### config.mk
export PLATFORM = sky130hd
export DESIGN_NAME = edid_base_block_parser_unit
export DESIGN_NICKNAME = d
export VERILOG_FILES = /design/src/rtl/edid_pkg.sv /design/src/rtl/edid_ram.sv /design/src/rtl/edid_dp.sv /design/src/rtl/edid_ctrl.sv /design/src/rtl/edid_base_block_parser_unit.sv
export SDC_FILE = /design/constraint.sdc
export NUM_CORES = 1
export LEC_CHECK = 0
export ABC_AREA = 1
export CAP_MARGIN = 20
export CORE_ASPECT_RATIO = 1.75
export CORE_MARGIN = 8
export CORE_UTILIZATION = 61
export DETAILED_ROUTE_END_ITERATION = 16
export DONT_BUFFER_PORTS = 1
export GPL_TIMING_DRIVEN = 1
export PLACE_DENSITY_LB_ADDON = 0.05
export SYNTH_ARGS = -nofsm -noshare
export SYNTH_HDL_FRONTEND = slang
export SYNTH_HIERARCHICAL = 1
export SYNTH_SLANG_ARGS = --single-unit
### constraint.sdc
create_clock -name clk -period 9.7 [get_ports clk]
set_input_delay 0.97 -clock clk [delete_from_list [all_inputs] [get_ports clk]]
set_output_delay 0.97 -clock clk [all_outputs]
set_load 0.1 [all_outputs]
### src/rtl/edid_pkg.sv
// Shared types, constants and helpers for the EDID base block parser.
package edid_pkg;

	localparam int BLOCK_BYTES = 128;
	localparam int TEXT_CHARS  = 12;
	localparam int NUM_KINDS   = 3;
	localparam int STR_DEPTH   = NUM_KINDS * TEXT_CHARS;
	localparam int STR_ADDR_W  = $clog2(STR_DEPTH);

	localparam logic [7:0] OFF_HDR0     = 8'h00;
	localparam logic [7:0] OFF_HDR1     = 8'h01;
	localparam logic [7:0] HDR0_VAL     = 8'h00;
	localparam logic [7:0] HDR1_VAL     = 8'hff;
	localparam logic [7:0] OFF_MAKER0   = 8'h08;
	localparam logic [7:0] OFF_MAKER1   = 8'h09;
	localparam logic [7:0] OFF_SERIAL   = 8'h0c;
	localparam logic [7:0] OFF_SERIAL_E = 8'h0f;
	localparam logic [7:0] DESC_FIRST   = 8'h36;
	localparam logic [7:0] DESC_END     = 8'h7e;
	localparam logic [7:0] OFF_MAX      = 8'hff;

	localparam logic [4:0] DESC_POS_LAST  = 5'd17;
	localparam logic [4:0] DESC_POS_FLAG0 = 5'd0;
	localparam logic [4:0] DESC_POS_FLAG2 = 5'd2;
	localparam logic [4:0] DESC_POS_TAG   = 5'd3;
	localparam logic [4:0] TEXT_POS_FIRST = 5'd5;
	localparam logic [4:0] TEXT_POS_LAST  = 5'd16;

	localparam logic [7:0] TAG_NAME   = 8'hfc;
	localparam logic [7:0] TAG_SERIAL = 8'hff;
	localparam logic [7:0] TAG_ALNUM  = 8'hfe;

	localparam logic [1:0] KIND_NAME   = 2'd0;
	localparam logic [1:0] KIND_SERIAL = 2'd1;
	localparam logic [1:0] KIND_ALNUM  = 2'd2;
	localparam logic [1:0] KIND_NONE   = 2'd3;

	localparam logic [1:0] REC_SUMMARY = 2'd0;

	localparam logic [7:0] CHAR_NUL   = 8'h00;
	localparam logic [7:0] CHAR_LF    = 8'h0a;
	localparam logic [7:0] CHAR_CR    = 8'h0d;
	localparam logic [7:0] CHAR_DASH  = 8'h2d;
	localparam logic [7:0] PRINT_LOW  = 8'h20;
	localparam logic [7:0] PRINT_HIGH = 8'h7e;
	localparam logic [3:0] MAX_REPLACED = 4'd4;
	localparam logic [6:0] LETTER_BASE  = 7'h40;

	typedef struct packed {
		logic [7:0] edid_byte;
		logic       last_byte;
	} in_item_t;

	typedef struct packed {
		logic [1:0]  record_kind;
		logic        block_ok;
		logic [6:0]  maker_letter_one;
		logic [6:0]  maker_letter_two;
		logic [6:0]  maker_letter_three;
		logic [31:0] numeric_serial;
		logic        numeric_serial_used;
		logic [3:0]  char_index;
		logic [7:0]  char_value;
		logic [3:0]  text_length;
		logic        last_record;
	} result_t;

	typedef struct packed {
		logic take;
		logic sum_out;
		logic issue;
		logic clear;
	} dp_cmd_t;

	typedef struct packed {
		logic ok;
		logic has_chars;
		logic issue_last;
	} dp_sts_t;

	function automatic logic [1:0] kind_of_tag(input logic [7:0] tag);
		logic [1:0] k;
		k = KIND_NONE;
		if (tag == TAG_NAME)
			k = KIND_NAME;
		else if (tag == TAG_SERIAL)
			k = KIND_SERIAL;
		else if (tag == TAG_ALNUM)
			k = KIND_ALNUM;
		return k;
	endfunction

endpackage

### src/rtl/edid_ram.sv
// Generic single-write, single-read RAM with registered read data.
module edid_ram #(
	parameter int WIDTH = 8,
	parameter int DEPTH = 36
) (
	input  logic                     clk,
	input  logic                     wr_en,
	input  logic [$clog2(DEPTH)-1:0] wr_addr,
	input  logic [WIDTH-1:0]         wr_data,
	input  logic [$clog2(DEPTH)-1:0] rd_addr,
	output logic [WIDTH-1:0]         rd_data
);

	logic [WIDTH-1:0] mem_q [DEPTH];

	always_ff @(posedge clk) begin
		if (wr_en)
			mem_q[wr_addr] <= wr_data;
		rd_data <= mem_q[rd_addr];
	end

endmodule

### src/rtl/edid_dp.sv
// Datapath: byte parsing, string cleaning, kept-string RAM and record output.
module edid_dp (
	input  logic               clk,
	input  logic               arst_n,
	input  edid_pkg::in_item_t in_item,
	input  edid_pkg::dp_cmd_t  cmd,
	output edid_pkg::dp_sts_t  sts,
	output logic               strobe,
	output edid_pkg::result_t  result
);
	import edid_pkg::*;

	function automatic logic [1:0] first_from(input logic [2:0] from,
			input logic [3:0][3:0] lens);
		logic [1:0] r;
		r = KIND_NONE;
		for (int j = NUM_KINDS - 1; j >= 0; j--) begin
			if (3'(j) >= from && lens[j] != 4'd0)
				r = 2'(j);
		end
		return r;
	endfunction

	logic [7:0]  off_q;
	logic        hdr_good_q;
	logic [7:0]  maker0_q;
	logic [7:0]  maker1_q;
	logic [31:0] serial_q;
	logic [1:0]  flags_q;
	logic [7:0]  tag_q;
	logic [4:0]  pos_q;
	logic        term_q;
	logic [3:0]  tlen_q;
	logic [3:0]  rep_q;
	logic [3:0]  len_q [NUM_KINDS];
	logic        serial_seen_q;
	logic [1:0]  rd_k_q;
	logic [3:0]  rd_i_q;

	logic        valid_s1;
	logic [1:0]  k_s1;
	logic [3:0]  i_s1;
	logic [3:0]  len_s1;
	logic        last_s1;

	logic [7:0]  b;
	logic        in_block;
	logic        in_desc;
	logic        in_text;
	logic [3:0]  text_idx;
	logic [1:0]  kind;
	logic        sel;
	logic        is_term;
	logic        nonprint;
	logic        keep_char;
	logic [7:0]  clean;
	logic [3:0]  rep_next;
	logic [3:0]  fin_len;
	logic [3:0]  fin_kept;
	logic        wr_en;
	logic [STR_ADDR_W-1:0] wr_addr;
	logic [STR_ADDR_W-1:0] rd_addr;
	logic [7:0]  rd_data;

	logic [3:0][3:0] lens;
	logic [1:0]  first_k;
	logic [1:0]  cur_k;
	logic [3:0]  cur_i;
	logic [3:0]  cur_len;
	logic        adv_more;
	logic [1:0]  nxt_k;
	logic [3:0]  nxt_i;

	always_comb begin
		b         = in_item.edid_byte;
		in_block  = !off_q[7];
		in_desc   = in_block && off_q >= DESC_FIRST && off_q < DESC_END;
		in_text   = pos_q >= TEXT_POS_FIRST && pos_q <= TEXT_POS_LAST;
		text_idx  = 4'(pos_q - TEXT_POS_FIRST);
		kind      = kind_of_tag(tag_q);
		sel       = flags_q == 2'b11 && kind != KIND_NONE;
		is_term   = b == CHAR_NUL || b == CHAR_LF || b == CHAR_CR;
		nonprint  = b < PRINT_LOW || b > PRINT_HIGH;
		keep_char = !term_q && !is_term;
		clean     = nonprint ? CHAR_DASH : b;
		rep_next  = rep_q + 4'(keep_char && nonprint);
		if (term_q)
			fin_len = tlen_q;
		else if (is_term)
			fin_len = text_idx;
		else
			fin_len = 4'(TEXT_CHARS);
		fin_kept  = (rep_next > MAX_REPLACED) ? 4'd0 : fin_len;
		wr_en     = cmd.take && in_desc && in_text && sel && keep_char;
		wr_addr   = STR_ADDR_W'(kind) * STR_ADDR_W'(TEXT_CHARS) + STR_ADDR_W'(text_idx);
	end

	// Walk over kept characters, skipping empty strings.
	always_comb begin
		lens     = {4'd0, len_q[2], len_q[1], len_q[0]};
		first_k  = first_from(3'd0, lens);
		cur_k    = cmd.sum_out ? first_k : rd_k_q;
		cur_i    = cmd.sum_out ? 4'd0 : rd_i_q;
		cur_len  = lens[cur_k];
		adv_more = ({1'b0, cur_i} + 5'd1) < {1'b0, cur_len};
		nxt_k    = adv_more ? cur_k : first_from({1'b0, cur_k} + 3'd1, lens);
		nxt_i    = adv_more ? cur_i + 4'd1 : 4'd0;
		rd_addr  = STR_ADDR_W'(cur_k) * STR_ADDR_W'(TEXT_CHARS) + STR_ADDR_W'(cur_i);
		sts.ok         = off_q[7] && hdr_good_q;
		sts.has_chars  = first_k != KIND_NONE;
		sts.issue_last = nxt_k == KIND_NONE;
	end

	always_ff @(posedge clk or negedge arst_n) begin
		if (!arst_n) begin
			off_q         <= '0;
			hdr_good_q    <= 1'b1;
			maker0_q      <= '0;
			maker1_q      <= '0;
			serial_q      <= '0;
			flags_q       <= '0;
			tag_q         <= '0;
			pos_q         <= '0;
			term_q        <= 1'b0;
			tlen_q        <= '0;
			rep_q         <= '0;
			serial_seen_q <= 1'b0;
			for (int j = 0; j < NUM_KINDS; j++)
				len_q[j] <= '0;
		end else if (cmd.clear) begin
			off_q         <= '0;
			hdr_good_q    <= 1'b1;
			maker0_q      <= '0;
			maker1_q      <= '0;
			serial_q      <= '0;
			flags_q       <= '0;
			tag_q         <= '0;
			pos_q         <= '0;
			term_q        <= 1'b0;
			tlen_q        <= '0;
			rep_q         <= '0;
			serial_seen_q <= 1'b0;
			for (int j = 0; j < NUM_KINDS; j++)
				len_q[j] <= '0;
		end else if (cmd.take) begin
			if (off_q != OFF_MAX)
				off_q <= off_q + 8'd1;
			if (in_block) begin
				if (off_q == OFF_HDR0 && b != HDR0_VAL)
					hdr_good_q <= 1'b0;
				if (off_q == OFF_HDR1 && b != HDR1_VAL)
					hdr_good_q <= 1'b0;
				if (off_q == OFF_MAKER0)
					maker0_q <= b;
				if (off_q == OFF_MAKER1)
					maker1_q <= b;
				if (off_q >= OFF_SERIAL && off_q <= OFF_SERIAL_E)
					serial_q[8*off_q[1:0] +: 8] <= b;
				if (in_desc) begin
					pos_q <= (pos_q == DESC_POS_LAST) ? 5'd0 : pos_q + 5'd1;
					if (pos_q == DESC_POS_FLAG0) begin
						flags_q <= {1'b0, b == 8'd0};
						term_q  <= 1'b0;
						rep_q   <= '0;
					end
					if (pos_q == DESC_POS_FLAG2)
						flags_q[1] <= b == 8'd0;
					if (pos_q == DESC_POS_TAG)
						tag_q <= b;
					if (in_text) begin
						rep_q <= rep_next;
						if (!term_q && is_term) begin
							term_q <= 1'b1;
							tlen_q <= text_idx;
						end
						if (pos_q == TEXT_POS_LAST && sel) begin
							len_q[kind] <= fin_kept;
							if (kind == KIND_SERIAL)
								serial_seen_q <= 1'b1;
						end
					end
				end
			end
		end
	end

	always_ff @(posedge clk or negedge arst_n) begin
		if (!arst_n)
			valid_s1 <= 1'b0;
		else
			valid_s1 <= cmd.issue;
	end

	always_ff @(posedge clk) begin
		if (cmd.issue) begin
			k_s1    <= cur_k;
			i_s1    <= cur_i;
			len_s1  <= cur_len;
			last_s1 <= sts.issue_last;
			rd_k_q  <= nxt_k;
			rd_i_q  <= nxt_i;
		end
	end

	edid_ram #(
		.WIDTH(8),
		.DEPTH(STR_DEPTH)
	) u_str_ram (
		.clk    (clk),
		.wr_en  (wr_en),
		.wr_addr(wr_addr),
		.wr_data(clean),
		.rd_addr(rd_addr),
		.rd_data(rd_data)
	);

	always_comb begin
		result = '0;
		strobe = cmd.sum_out || valid_s1;
		if (cmd.sum_out) begin
			result.record_kind = REC_SUMMARY;
			result.block_ok    = sts.ok;
			if (sts.ok) begin
				result.maker_letter_one    = LETTER_BASE + {2'b00, maker0_q[6:2]};
				result.maker_letter_two    = LETTER_BASE + {2'b00, maker0_q[1:0], maker1_q[7:5]};
				result.maker_letter_three  = LETTER_BASE + {2'b00, maker1_q[4:0]};
				result.numeric_serial      = serial_q;
				result.numeric_serial_used = serial_q != 32'd0 && !serial_seen_q;
			end
			result.last_record = !(sts.ok && sts.has_chars);
		end else if (valid_s1) begin
			result.record_kind = k_s1 + 2'd1;
			result.block_ok    = 1'b1;
			result.char_index  = i_s1;
			result.char_value  = rd_data;
			result.text_length = len_s1;
			result.last_record = last_s1;
		end
	end

	a_no_collide: assert property (@(posedge clk) disable iff (!arst_n)
		!(cmd.sum_out && valid_s1))
		else $error("summary and character record in the same cycle");

	a_take_quiet: assert property (@(posedge clk) disable iff (!arst_n)
		cmd.take |-> !valid_s1)
		else $error("item taken while a character record is in flight");

	a_read_bound: assert property (@(posedge clk) disable iff (!arst_n)
		cmd.issue |-> (cur_k != KIND_NONE && cur_i < cur_len))
		else $error("string read outside kept characters");

endmodule

### src/rtl/edid_ctrl.sv
// Controller: byte intake and record emission sequencing.
module edid_ctrl (
	input  logic              clk,
	input  logic              arst_n,
	input  logic              start,
	input  logic              last_byte,
	input  edid_pkg::dp_sts_t sts,
	output edid_pkg::dp_cmd_t cmd,
	output logic              busy
);
	import edid_pkg::*;

	typedef enum logic [1:0] {
		ST_IDLE,
		ST_SUM,
		ST_RUN,
		ST_FLUSH
	} state_t;

	state_t state_q;

	always_comb begin
		cmd      = '0;
		busy     = state_q != ST_IDLE;
		cmd.take = start && !busy;
		case (state_q)
			ST_SUM: begin
				cmd.sum_out = 1'b1;
				if (sts.ok && sts.has_chars)
					cmd.issue = 1'b1;
				else
					cmd.clear = 1'b1;
			end
			ST_RUN: begin
				cmd.issue = 1'b1;
			end
			ST_FLUSH: begin
				cmd.clear = 1'b1;
			end
			default: begin
			end
		endcase
	end

	always_ff @(posedge clk or negedge arst_n) begin
		if (!arst_n) begin
			state_q <= ST_IDLE;
		end else begin
			case (state_q)
				ST_IDLE: begin
					if (cmd.take && last_byte)
						state_q <= ST_SUM;
				end
				ST_SUM: begin
					if (cmd.issue)
						state_q <= sts.issue_last ? ST_FLUSH : ST_RUN;
					else
						state_q <= ST_IDLE;
				end
				ST_RUN: begin
					if (sts.issue_last)
						state_q <= ST_FLUSH;
				end
				ST_FLUSH: begin
					state_q <= ST_IDLE;
				end
				default: begin
					state_q <= ST_IDLE;
				end
			endcase
		end
	end

	a_clear_on_idle: assert property (@(posedge clk) disable iff (!arst_n)
		$fell(busy) |-> $past(cmd.clear))
		else $error("returned idle without clearing block state");

endmodule

### src/rtl/edid_base_block_parser_unit.sv
// Top level of the EDID base block parser.
//
//  channel   dir  handshake               payload
//  input     in   start & !busy           in_item (edid_byte, last_byte)
//  result    out  strobe, one cycle       result (summary / character record)
//
// One byte per cycle is taken while busy is low. The item carrying last_byte
// raises busy while its records go out: the summary record, then one
// character record per cycle for each of the N kept characters (0..36),
// paced by the single read port of the kept-string RAM. A bad or short
// block gives the summary alone. The receiver cannot stall; reset clears
// all parse state and the block clears itself after each run.
module edid_base_block_parser_unit (
	input  logic               clk,
	input  logic               arst_n,
	input  logic               start,
	output logic               busy,
	input  edid_pkg::in_item_t in_item,
	output logic               strobe,
	output edid_pkg::result_t  result
);
	import edid_pkg::*;

	dp_cmd_t cmd;
	dp_sts_t sts;

	edid_ctrl u_ctrl (
		.clk      (clk),
		.arst_n   (arst_n),
		.start    (start),
		.last_byte(in_item.last_byte),
		.sts      (sts),
		.cmd      (cmd),
		.busy     (busy)
	);

	edid_dp u_dp (
		.clk    (clk),
		.arst_n (arst_n),
		.in_item(in_item),
		.cmd    (cmd),
		.sts    (sts),
		.strobe (strobe),
		.result (result)
	);

endmodule

==> results of run 1 <==
-- final cells by class --
type	instances	area (sq um)	area share [%]
multi-input combinational	1294	6304	30.61
inverter	166	628.1	3.050
tap	391	489.2	2.376
timing repair buffer	24	252.7	1.227
clock inverter	11	90.09	0.4375
clock buffer	55	1106	5.371
sequential	409	11720	56.93
-- power breakdown --
part,leakage (nW),internal (mW),total (mW),switching [mW]
clock,0.583,0.822,1.45,0.630
combinational,3.37,0.445,1.71,1.27
sequential,4.21,1.98,2.04,0.0606
total,8.16,3.25,5.21,1.96
-- sequential cells by signal, indices dropped and copies added (netlist names), 4 cells and up, named ones only --
name and count:
u_dp/len_s1 4, u_dp/maker0_q 7, u_dp/serial_q 32, u_dp/rep_q 4
u_dp/u_str_ram/mem_q 288, u_dp/pos_q 5, u_dp/tag_q 8, u_dp/off_q 8
u_dp/maker1_q 8, u_dp/i_s1 4, u_dp/u_str_ram/rd_data 8, u_dp/len_q 12
u_dp/tlen_q 4, u_dp/rd_i_q 4
-- through the flow --
stage                     cell area (sq um)  hold WS [ns]  std cells  utilization, %  worst slack [ns]
final                                 20590        0.1301       2350           67.46             4.668
after global routing                  20590        0.1046       2350           67.46             4.500
after CTS                             20540       0.09960       2347           67.28             4.314
after detailed placement              19340        0.4580       2281           63.37             4.887
after global placement                19310        0.4551       2280           63.28             4.979
after floorplan                       18910        0.4427       1953               -             3.567
-- kinds of logic (layout without fill, tap and decap cells) --
logic type / after synthesis / in the layout / share of synthesized area, %
and+or+nand+nor: 1052 / 1052 / 24.02
DFF: 409 / 409 / 62.45
buffers and inverters: 250 / 256 / 5.813
AOI/OAI and AO/OA: 155 / 155 / 4.673
adders and majority gates: 35 / 35 / 2.413
xor gates and xnor gates: 13 / 13 / 0.6066
other: 1 / 39 / 0.01998
-- layout by cell type, fill, tap and decap left out, drive strengths merged, types with 2 or more instances in the layout --
| cell type | instances |
|---|---|
| inv | 167 |
| dfxtp | 8 |
| conb | 39 |
| buf | 23 |
| nor3 | 17 |
| nor2 | 201 |
| nand3 | 277 |
| nand2 | 524 |
| xor2 | 10 |
| dfrtp | 95 |
| fa | 2 |
| or2 | 5 |
| nor4 | 9 |
| xnor2 | 3 |
| a21oi | 14 |
| a21o | 2 |
| a31oi | 4 |
| clkinv | 8 |
| clkbuf | 56 |
| o31ai | 2 |
| ha | 33 |
| o21ai | 113 |
| o22ai | 14 |
| edfxtp | 305 |
| nand4 | 18 |
| o32ai | 3 |
-- metal layers --
metal,GRT usage [%],share of wire [%],up-vias
met2,48.20,55,395
met5,0,0,-
met4,15.03,6.0,0
met3,3.437,4.4,127
li1,-,-,6407
met1,26.81,35,6335
-- final timing paths --
| path | start | endpoint | slack [ns] | cells past startpoint |
|---|---|---|---|---|
| max | flip-flop | result[22] | 4.67 | 9 |
| min | arst_n | u_dp/maker1_q[7] | 0.13 | 0 |
| max reg2reg | flip-flop | u_dp/u_str_ram/rd_data[6] | 5.29 | 13 |
| min reg2reg | u_dp/hdr_good_q | u_dp/hdr_good_q | 0.47 | 2 |
| max in group asynchronous | arst_n | u_dp/hdr_good_q | 9.34 | 0 |
| min in group clk | u_dp/hdr_good_q | u_dp/hdr_good_q | 0.47 | 2 |
-- critical path, stage by stage, from the launching register on --
cell and delay [ns]:
dfrtp_1 0.42, inv_1 0.13, ha_1 0.16, buf_4 0.36
inv_2 0.23, nor2_4 0.14, buf_4 0.68, inv_2 0.26
buf_12 0.26, nor2_2 0.84
==> impl_metrics.ini, run 1 <==
[run_status]
status = finished clean

[setup_path]
worst_ep_arrival_time_ns = 4.06
startpoint_type = flip-flop
crit_required_ns = 8.73
critPathCaptureType = primary output
path_class = flip-flop to primary output
critPathMaxFanout = 39

[yosys]
seq_area_frac_synth_pct = 62.45
syn_inst = 1915
ys_seq_elements = 409
synth_top_area_cell = edfxtp_1
synth-edff-count = 305
ys_top_cells_by_count = 517 x nand2_1, 305 x edfxtp_1, 276 x nand3_1
synth_top_area_share_pct = 48.79
synth_most_common_cell = nand2_1
netlist_area_sq_um = 18770
synth.area.top_cells = edfxtp_1 49%, dfrtp_1 13%, nand2_1 10%
synth_cell_type_count = 50
synth-async-reset-ratio_pct = 23.47
yosys_warnings = 6
syn_area_per_cell_sq_um = 9.802
synth_ff_type = edfxtp_1

[global_routing]
antenna_found_initial = 0
grtUsageTotal_pct = 25.72
grt_pass1_vias = 13170
grt_pass1_wl_microns = 72320
grt_overflow = 0
grt_max_degree = 102

[min_path]
min_path_type = primary input to asynchronous set/reset pin

[die]
die_w_microns = 148.6
die_y_microns = 248.1
boundaryPins = 88
placementRows = 85
start_util_pct = 61.50
coreArea_sq_um = 30520
dieArea_sq_um = 36860

[clock_tree]
ctsHoldBuffers = 0
clockBufferDepth = 3
cts_tree = built
htreeDepth = 2
postCtsResizedCells = 0
post_cts_buffers = 0
cts_root_buffer = clkbuf_16
cts_buffers = 37
cts.sinks = 409
clk_pin_slew_ns = 0.06
clock_latency_ns = 0.55

[place]
io_buffers = 0
gp_congestion = 0.9223
dpl.hpwl_microns = 31520

[route]
postRouteAntennaNets = 0
drc = 0
viasPerCell = 5.644
drtPass1Iterations = 7
routed_wl_microns = 46400
wl_per_cell_microns = 19.74
drt-initial-drc-count = 902
vias = 13260

[timing]
min_period_over_period_pct = 51.88
setup_tns_ns = 0
slew_viol_final = 0
rsz0062_at_grt = no
fmax_ghz = 0.1987
final-setup-viol-count = 0
fin_skew_ns = 0.02187
slew_headroom_pct = 26.97
tightestPinTransition_ns = 1.094
hold_violations = 0
period_needed_ns = 5.032

[power]
p_leak_nw = 8.159
p_per_area_nw_per_um2 = 253.1
total_power_mw = 5.211
vdd_ir_drop_max_mv = 0.2420

[final_layout]
fillers = 2402
final_nets = 1979
antenna_cells = 0
area_delta_synth_final_pct = 9.705
drive_above_1_share_pct = 9.750

[run]
cap_violations = 0
(Power assumes the default switching activity.)
==> run 2, diff against run 1 <==
- CORE_UTILIZATION: 61 -> 58
- clock period: 9.7 -> 4.5 ns (I/O delays scaled with it)
==> run 2 against run 1 <==
Clock power increased by 120%. Non-clock buffer count up 50. Via count rose by 3.1%. Final cell count grew 2.6%. Routed wire length increased by 6.7%. First-iteration DRC count grew 24%. Flip-flop and latch count did not move. Utilization fell by 0.10 points. Setup slack lost 3.9 ns.
==> impl_metrics.ini, run 2 (synthesized netlist as in run 1, its figures left out) <==
[place]
gp_congestion = 0.9027
dpl_cell_area_sq_um = 20290
place_ws_ns = 0.7804
dpl.hpwl_microns = 34020
io_buffers = 0

[power]
p_leak_nw = 8.586
power_frac_comb_pct = 33.0
pwr-share-clk_pct = 28.4
vdd_ir_drop_max_mv = 0.3889
p_int_mw = 7.119
p_per_area_nw_per_um2 = 529.0
p_seq_share_pct = 38.6
p_sw_mw = 4.326
switching_share_pct = 37.80

[timing]
slew_viol_final = 0
fin_ws_ns = 0.7417
final-setup-viol-count = 0
tightestPinTransition_ns = 1.091
hold_slack_ns = 0.06819
period_needed_ns = 3.758
setup_tns_ns = 0
rsz0062_at_grt = no
slew_headroom_pct = 27.19
hold_violations = 0
fmax_ghz = 0.2661
fin_skew_ns = 0.01822
min_period_over_period_pct = 83.52

[global_routing]
grt_max_degree = 146
antenna_found_initial = 0
grt_overflow = 0
grt_pass1_wl_microns = 76340
grt_pass1_vias = 13910
grtUsageTotal_pct = 25.57

[setup_path]
crit_required_ns = 4.67
path_class = flip-flop to flip-flop
critPathMaxFanout = 10
cpPeakStageDelay_ns = 0.75
critPathCaptureType = flip-flop
reg2regPathDepth = 10
startpoint_type = flip-flop
path_cells = inv_1 > ha_1 > xor2_1 > inv_1 > ha_1 > inv_1 > fa_1 > xnor2_1 > nand4_1 > nor2_1
critPathSlowestCell = nor2_1
cp_common_cell = inv_1
worst_ep_arrival_time_ns = 3.93

[route]
wl_per_cell_microns = 20.53
routed_wl_microns = 49510
postRouteAntennaNets = 0
drtPass1Iterations = 5
drt-initial-drc-count = 1120
viasPerCell = 5.671
vias = 13680
drc = 0

[die]
start_util_pct = 58.45
placementRows = 87
dieArea_sq_um = 38600
boundaryPins = 88
coreArea_sq_um = 32110
die_w_microns = 152.0
die_y_microns = 254.0

[final_layout]
drive_above_1_share_pct = 12.48
regMostFlops = u_dp/u_str_ram/mem_q
multi_input_area_sq_um = 6326
ff_latch_area_sq_um = 11720
fin_util_pct = 67.36
largest_reg_flops = 288
fin_area_sq_um = 21630
layout_commonest_cell = nand2_1
area_delta_synth_final_pct = 15.24
mostFrequentLayoutCells = 513 x nand2_1, 305 x edfxtp_1, 276 x nand3_1, 153 x inv_1, 122 x nor2_1
antenna_cells = 0
final_nets = 2030
reg_top3 = u_dp/u_str_ram/mem_q: 288 flops, u_dp/serial_q: 32 flops, u_dp/len_q: 12 flops
fillers = 2541

[min_path]
min_path_type = primary input to flip-flop
hold_depth = 2

[clock_tree]
clock_latency_ns = 0.54
clk_pin_slew_ns = 0.07
postCtsResizedCells = 0
cts_root_buffer = clkbuf_16
cts_tree = built
post_cts_buffers = 0
clockBufferDepth = 3
cts_buffers = 38
htreeDepth = 2
cts.sinks = 409

[run]
cap_violations = 0

[run_status]
status = finished clean
run 2: cell count changes in the layout (fill, tap and decap cells not counted), moves of 2 or more:
| cell | previous run | this run |
|---|---|---|
| clkbuf_1 | 10 | 5 |
| clkinv_4 | 1 | 4 |
| clkinv_1 | 6 | 8 |
| nand2_2 | 5 | 9 |
| clkbuf_4 | 3 | 0 |
| clkbuf_16 | 41 | 39 |
| clkinv_2 | 1 | 6 |
| buf_12 | 1 | 47 |
| nand2_1 | 517 | 513 |
| buf_4 | 19 | 23 |
| bufinv_16 | 1 | 4 |
run 2: layout make-up:
type | instances | area share (%)
clock buffer | 45 | 4.662
clock inverter | 24 | 1.111
inverter | 166 | 2.904
multi-input combinational | 1294 | 29.24
sequential | 409 | 54.19
tap | 400 | 2.314
timing repair buffer | 74 | 5.576
run 2: power by group through the flow:
stage	clock [mW]	sequential, mW	combinational (mW)
floorplan	0	4.44	2.69
global placement	0	4.50	3.65
detailed placement	0	4.50	3.69
CTS	3.30	4.42	3.73
global route	3.44	4.44	4.15
finish	3.25	4.42	3.77
run 2: worst paths after layout:
check                                 from                     endpoint  slack (ns)
setup / recovery             u_dp/pos_q[0]  u_dp/u_str_ram/mem_q[20][4]        0.74
hold / removal                  in_item[6]             u_dp/serial_q[5]        0.07
setup reg to reg             u_dp/pos_q[0]  u_dp/u_str_ram/mem_q[20][4]        0.74
hold reg to reg            u_dp/hdr_good_q              u_dp/hdr_good_q        0.47
max in group asynchronous           arst_n             u_dp/serial_q[2]        3.57
min in group asynchronous           arst_n                u_dp/valid_s1        0.45
run 2: per-layer routing:
metal	vias up	global-route usage (%)	share of wire [%]
met5	-	0	0
met4	0	13.56	5.1
met3	126	3.524	5.0
met2	445	50.15	56
met1	6597	25.66	34
li1	6510	-	-
run 2: critical path: cells and delay by family, from the launching register on:
kind / cells / cell delay (ns)
buffers and inverters: 3 / 0.35
and+or+nand+nor: 2 / 1.19
xor gates and xnor gates: 2 / 0.57
DFF: 1 / 0.45
adders and majority gates: 3 / 0.82
run 2: per-stage QoR:
stage / total power [mW] / cells
final: 11.44 / 2412
after global routing: 12.03 / 2412
after CTS: 11.44 / 2410
after detailed placement: 8.194 / 2339
after global placement: 8.143 / 2339
after floorplan: 7.129 / 1953
run 2: timing repair:
action | CTS | global route
endpoints found under the setup margin | 0 | 0
hold endpoints to repair | 96 | 0
hold buffers | 2 | 0
